==> src/hw/rtl/hlp_pkg.sv <==
// ----------------------------------------------------------------------------
// hlp_pkg
// Shared types and constants for the head layout permuter.
// ----------------------------------------------------------------------------
package hlp_pkg;

  localparam int CW      = 13;  // width of a size register and of the counters
  localparam int DATA_W  = 32;  // stream word width
  localparam int CFG_AW  = 5;   // register bank address width
  localparam int CFG_DW  = 32;  // register bank data width

  typedef enum logic [1:0] {
    STAT_OK    = 2'd0,
    STAT_SHAPE = 2'd1,
    STAT_PHASE = 2'd2
  } status_t;

  typedef enum logic {
    MODE_LOAD  = 1'b0,
    MODE_DRAIN = 1'b1
  } mode_t;

  typedef enum logic [2:0] {
    REG_KEY_HEADS  = 3'd0,
    REG_REPLICAS   = 3'd1,
    REG_HEAD_WIDTH = 3'd2,
    REG_ELEM_COUNT = 3'd3,
    REG_DIRECTION  = 3'd4
  } reg_idx_t;

  // Shape and control from the register bank to the datapath
  typedef struct packed {
    logic [CW-1:0] num_keys;
    logic [CW-1:0] replicas;
    logic [CW-1:0] lanes_per_head;
    logic [CW-1:0] element_count;
    logic          direction;
    logic          shape_ok;
    logic [CW-1:0] stride;     // outer size times head width
    logic          busy;       // shape products still settling
    logic          restart;    // a register write this cycle
  } cfg_t;

endpackage

==> src/hw/rtl/hlp_cfg.sv <==
// ----------------------------------------------------------------------------
// hlp_cfg
// Register bank on the APB-style port plus the shape check pipeline.
// ----------------------------------------------------------------------------
module hlp_cfg #(
  parameter int DEPTH = 4096
) (
  input  logic                        clk,
  input  logic                        rst_n,
  input  logic                        cfg_psel,
  input  logic                        cfg_penable,
  input  logic                        cfg_pwrite,
  input  logic [hlp_pkg::CFG_AW-1:0]  cfg_paddr,
  input  logic [hlp_pkg::CFG_DW-1:0]  cfg_pwdata,
  output logic [hlp_pkg::CFG_DW-1:0]  cfg_prdata,
  output logic                        cfg_pready,
  output hlp_pkg::cfg_t               cfg
);
  import hlp_pkg::*;

  localparam int NW = 3 * CW;
  localparam logic [1:0] SETTLE = 2'd3;

  logic [CW-1:0]   key_r, key_nxt;
  logic [CW-1:0]   rep_r, rep_nxt;
  logic [CW-1:0]   wid_r, wid_nxt;
  logic [CW-1:0]   cnt_r, cnt_nxt;
  logic            dir_r, dir_nxt;
  logic [1:0]      settle_r, settle_nxt;
  logic [2*CW-1:0] kr_r;
  logic [2*CW-1:0] stride_r;
  logic [NW-1:0]   n_r;
  logic            ok_r;
  logic            wr;
  logic            hit;
  reg_idx_t        idx;

  assign idx        = reg_idx_t'(cfg_paddr[4:2]);
  assign wr         = cfg_psel && cfg_penable && cfg_pwrite;
  assign cfg_pready = 1'b1;

  always_comb begin
    key_nxt = key_r;
    rep_nxt = rep_r;
    wid_nxt = wid_r;
    cnt_nxt = cnt_r;
    dir_nxt = dir_r;
    hit     = 1'b0;
    if (wr) begin
      hit = 1'b1;
      case (idx)
        REG_KEY_HEADS:  key_nxt = cfg_pwdata[CW-1:0];
        REG_REPLICAS:   rep_nxt = cfg_pwdata[CW-1:0];
        REG_HEAD_WIDTH: wid_nxt = cfg_pwdata[CW-1:0];
        REG_ELEM_COUNT: cnt_nxt = cfg_pwdata[CW-1:0];
        REG_DIRECTION:  dir_nxt = cfg_pwdata[0];
        default:        hit = 1'b0;
      endcase
    end
    settle_nxt = hit ? SETTLE : ((settle_r != 2'd0) ? settle_r - 2'd1 : settle_r);
  end

  always_comb begin
    case (idx)
      REG_KEY_HEADS:  cfg_prdata = CFG_DW'(key_r);
      REG_REPLICAS:   cfg_prdata = CFG_DW'(rep_r);
      REG_HEAD_WIDTH: cfg_prdata = CFG_DW'(wid_r);
      REG_ELEM_COUNT: cfg_prdata = CFG_DW'(cnt_r);
      REG_DIRECTION:  cfg_prdata = CFG_DW'(dir_r);
      default:        cfg_prdata = '0;
    endcase
  end

  always_ff @(posedge clk) begin
    if (!rst_n) begin
      key_r    <= CW'(1);
      rep_r    <= CW'(1);
      wid_r    <= CW'(1);
      cnt_r    <= CW'(1);
      dir_r    <= 1'b0;
      settle_r <= SETTLE;
    end else begin
      key_r    <= key_nxt;
      rep_r    <= rep_nxt;
      wid_r    <= wid_nxt;
      cnt_r    <= cnt_nxt;
      dir_r    <= dir_nxt;
      settle_r <= settle_nxt;
    end
  end

  // Shape products: key times replicas and the stride, then the block size, then the compare
  always_ff @(posedge clk) begin
    kr_r     <= key_r * rep_r;
    stride_r <= (dir_r ? key_r : rep_r) * wid_r;
    n_r      <= kr_r * wid_r;
    ok_r     <= (key_r != '0) && (rep_r != '0) && (wid_r != '0) &&
                (n_r == NW'(cnt_r)) && (n_r <= NW'(DEPTH));
  end

  always_comb begin
    cfg.num_keys       = key_r;
    cfg.replicas       = rep_r;
    cfg.lanes_per_head = wid_r;
    cfg.element_count  = cnt_r;
    cfg.direction      = dir_r;
    cfg.shape_ok       = ok_r;
    cfg.stride         = stride_r[CW-1:0];
    cfg.busy           = (settle_r != 2'd0);
    cfg.restart        = hit;
  end

endmodule

==> config.mk <==
export PLATFORM = sky130hd
export DESIGN_NAME = hlp_cfg
export DESIGN_NICKNAME = d
export VERILOG_FILES = /design/src/hw/rtl/hlp_pkg.sv /design/src/hw/rtl/hlp_cfg.sv
export SDC_FILE = /design/constraint.sdc
export NUM_CORES = 2
export LEC_CHECK = 0
export ABC_AREA = 1
export BUFFER_PORTS_ARGS = -buffer_cell sky130_fd_sc_hd__buf_2
export CORE_ASPECT_RATIO = 0.5
export CORE_UTILIZATION = 45
export CTS_BUF_LIST = sky130_fd_sc_hd__clkbuf_4
export CTS_CLUSTER_SIZE = 40
export DETAILED_ROUTE_END_ITERATION = 16
export SLEW_MARGIN = 20
export SYNTH_ARGS = -nofsm -noshare
export SYNTH_HDL_FRONTEND = slang
export SYNTH_SLANG_ARGS = --single-unit
==> constraint.sdc <==
create_clock -name clk -period 4.85 [get_ports clk]
set_clock_uncertainty 0.1 [all_clocks]
set_input_delay 0.7275 -clock clk [delete_from_list [all_inputs] [get_ports clk]]
set_output_delay 0.7275 -clock clk [all_outputs]
set_load 0.05 [all_outputs]
==> run_results.csv <==
group,metric,value,unit
clock_tree,clk_latency,0.66,ns
setup_path,path_buf_inv,5,
setup_path,cp_top_family,"adder cells",
sta,period_minus_slack,5.05,ns
yosys,yosysSeqAreaShare,11.2,%
route,drtIter0Drc,1584,
status,status,"finished with violations",
setup_path,crit_chain,"buf_12, nand2_2, fa_1, inv_2, fa_1, fa_1, fa_1, inv_1, fa_1, inv_2, ha_4, nand2_2, nand2_4, a31oi_4, o21ai_2, buf_4, a21oi_2, nand2_2, a21oi_2, xnor2_1",
setup_path,start_kind,"register",
sta,maxSlewHeadroom,36.4,%
floorplanning,dieArea,54300,sq um
yosys,yosys_warnings,0,
yosys,ys_async_sr_fraction,0,%
status,violations,"negative setup slack",
sta,finalSetupViolCount,25,
setup_path,required,5.33,ns
route,wl_per_cell,19.0,microns
global_route,grt_pass1_wl,121000,microns
sta,layout_setup_ws,-0.200,ns
yosys,synth_top_area_share,36.2,%
global_route,first_global_vias,21705,
finish,final_util,61.4,%
floorplanning,start_util,45.9,%
yosys,synth_cell_types,47,
setup_path,path_max_fanout,7,
place,place_inst,4175,
setup_path,max_stage_delay,0.56,ns
setup_path,crit_path_frequent_cell,"fa_1",
sta,tightest_slew,0.945,ns
worst_hold_path,hp-class,"primary input to register",
clock_tree,cts_root_buf,"clkbuf_4",
clock_tree,cts_buffers,17,
yosys,synth_top_area_cell,"fa_1",
finish,layoutNonFillerInstCount,4351,
route,met2WireLength,37100,microns
floorplanning,rows,59,
place,gp_congestion,0.988,
clock_tree,cts_tree,"built",
route,drc,0,
place,hpwlAfterDp,61500,microns
sta,post-route-period-util,104,%
finish,fin_area,32100,sq um
clock_tree,clockBufferDepth,2,
route,ant_nets,0,
power,power_density,81.6,nW/um^2
global_route,gr-usage-all-layers,29.7,%
route,drt-total-wl,82500,microns
finish,fill_cells,4466,
place,io_buffers,102,
yosys,synth_common_cells,"inv_1 (831), nand2_1 (808), fa_1 (433)",
clock_tree,numClockSinks,134,
yosys,synthMostInstantiatedCell,"inv_1",
route,dr.pass1.iters,7,
floorplanning,die_h,165,microns
sta,rsz0062_at_grt,"yes",
power,p_leak,18.0,nW
yosys,synth_edf_count,0,
sta,maxSlewViolCount,0,
setup_path,worstSetupPathType,"register to register",
floorplanning,die_w,328,microns
clock_tree,htreeDepth,4,
clock_tree,path_clk_slew,0.17,ns
yosys,synth_top_flop_cell,"dfxtp_1",
power,irDropWorstVdd,0.142,mV
power,fin_total_pwr,0.00262,W
global_route,grt_max_degree,53,
route,topRoutingLayerUsed,"met4",
finish,nets,4299,
sta,fmax,198,MHz
sta,final_hold_viol_count,0,
route,met1_length,36300,microns
global_route,antenna_found_initial,3,
setup_path,end_kind,"register",
setup_path,cpMaxStageDelayCell,"fa_1",
place,dpl_cell_area,28000,sq um
yosys,syn_inst,3161,
finish,drive_above_1_share,31.1,%
yosys,synth_seq_cells,134,
route,wl_met3,6770,microns
finish,syn_to_final_growth,33.9,%
yosys,synth.area.top_cells,"fa_1 (36%), inv_1 (13%), nand2_1 (13%), dfxtp_1 (11%), ha_1 (9.9%)",
floorplanning,io_pins,144,
setup_path,r2r_setup_slack,-0.20,ns
route,via_per_inst,5.05,
yosys,synth_area,24000,sq um
flow_run,max-cap-violations,0,
global_route,grt_overflow,0,
setup_path,arrival,5.53,ns
floorplanning,core_area,52300,sq um
route,vias,21975,
yosys,syn_avg_cell_area,7.58,sq um
-- cells by family (layout without fill, tap and decap cells) --
logic type / Yosys count / after routing / synth area share, %
AND/OR/NAND/NOR: 1082 / 1082 / 18.0
buffers and inverters: 994 / 1462 / 16.0
other: 2 / 23 / 0.0313
XOR/XNOR: 70 / 70 / 2.56
AO/OA/AOI/OAI: 256 / 256 / 6.10
adder cells (fa/ha/maj): 623 / 623 / 46.1
flip-flops: 134 / 134 / 11.2
-- flip-flops by register name, indices dropped and copies added, names as in the netlist --
signal    flops
n_r          39
kr_r         26
cnt_r        13
key_r        13
rep_r        13
stride_r     13
wid_r        13
settle_r      2
dir_r         1
ok_r          1
-- placed cells by master, fill, tap and decap left out, drive strengths merged, types with 4 or more instances in the layout --
cell       n
inv      842
nand2    815
buf      588
fa       433
ha       190
nor2     145
dfxtp    134
a21oi    103
o21ai     96
nand3     65
xor2      52
clkbuf    23
conb      20
xnor2     18
nor3      18
nor4      17
o2111ai   15
nand4     12
a31oi      9
a21o       8
o21bai     7
o211ai     4
bufinv     4
or2        4
-- routing by layer --
metal	track usage [%]	vias up
li1	-	10146
met1	41.5	10814
met3	6.26	151
met2	46.2	864
met5	0	-
met4	8.82	0
-- through the flow --
stage               hold WS (ns)  worst slack [ns]  TNS [ns]
floorplan                  0.341           -0.0314   -0.0547
global placement           0.353            -0.389     -7.03
detailed placement         0.374            -0.390     -8.15
CTS                        0.254            -0.142     -1.54
global route               0.253            -0.350     -6.48
finish                     0.307            -0.200     -2.62
-- power breakdown --
| part | switching (W) | total [W] | internal, W | leakage, nW |
|---|---|---|---|---|
| clock network | 0.000584 | 0.00102 | 0.000435 | 0.189 |
| logic | 0.000301 | 0.000462 | 0.000162 | 16.7 |
| registers | 0.0000306 | 0.00114 | 0.00111 | 1.12 |
-- worst min-delay path: stages --
cell     delay (ns)
buf_2          0.17
nand2_1        0.08
nand3_1        0.06
-- path summary, 6_finish.rpt --
| path | startpoint | endpoint | cells after the start |
|---|---|---|---|
| worst max-delay path | wid_r[8] | n_r[29] | 20 |
| worst min-delay path | cfg_pwdata[0] | cnt_r[0] | 3 |
| worst max register to register | wid_r[8] | n_r[29] | 20 |
| worst min register to register | settle_r[0] | settle_r[0] | 2 |
-- layout make-up --
class / instances / area [sq um] / share of cell area (%)
diodes: 3 / 7.51 / 0.0234
well taps: 701 / 877 / 2.73
clock inverters: 15 / 230 / 0.717
flip-flops and latches: 134 / 2850 / 8.88
repair buffers: 594 / 5200 / 16.2
clock buffers: 17 / 128 / 0.397
inverters: 836 / 3170 / 9.86
multi-input cells: 2051 / 19600 / 61.2
-- what timing repair did --
action                                  CTS  global route
endpoints found under the hold margin     0             0
endpoints found under the setup margin   41            46
hold buffers                              0             0
pin swaps                                91           239
gates cloned                              0             6
resized for setup                       214           459
buffers inserted                         70            69
(Power assumes the default switching activity.)
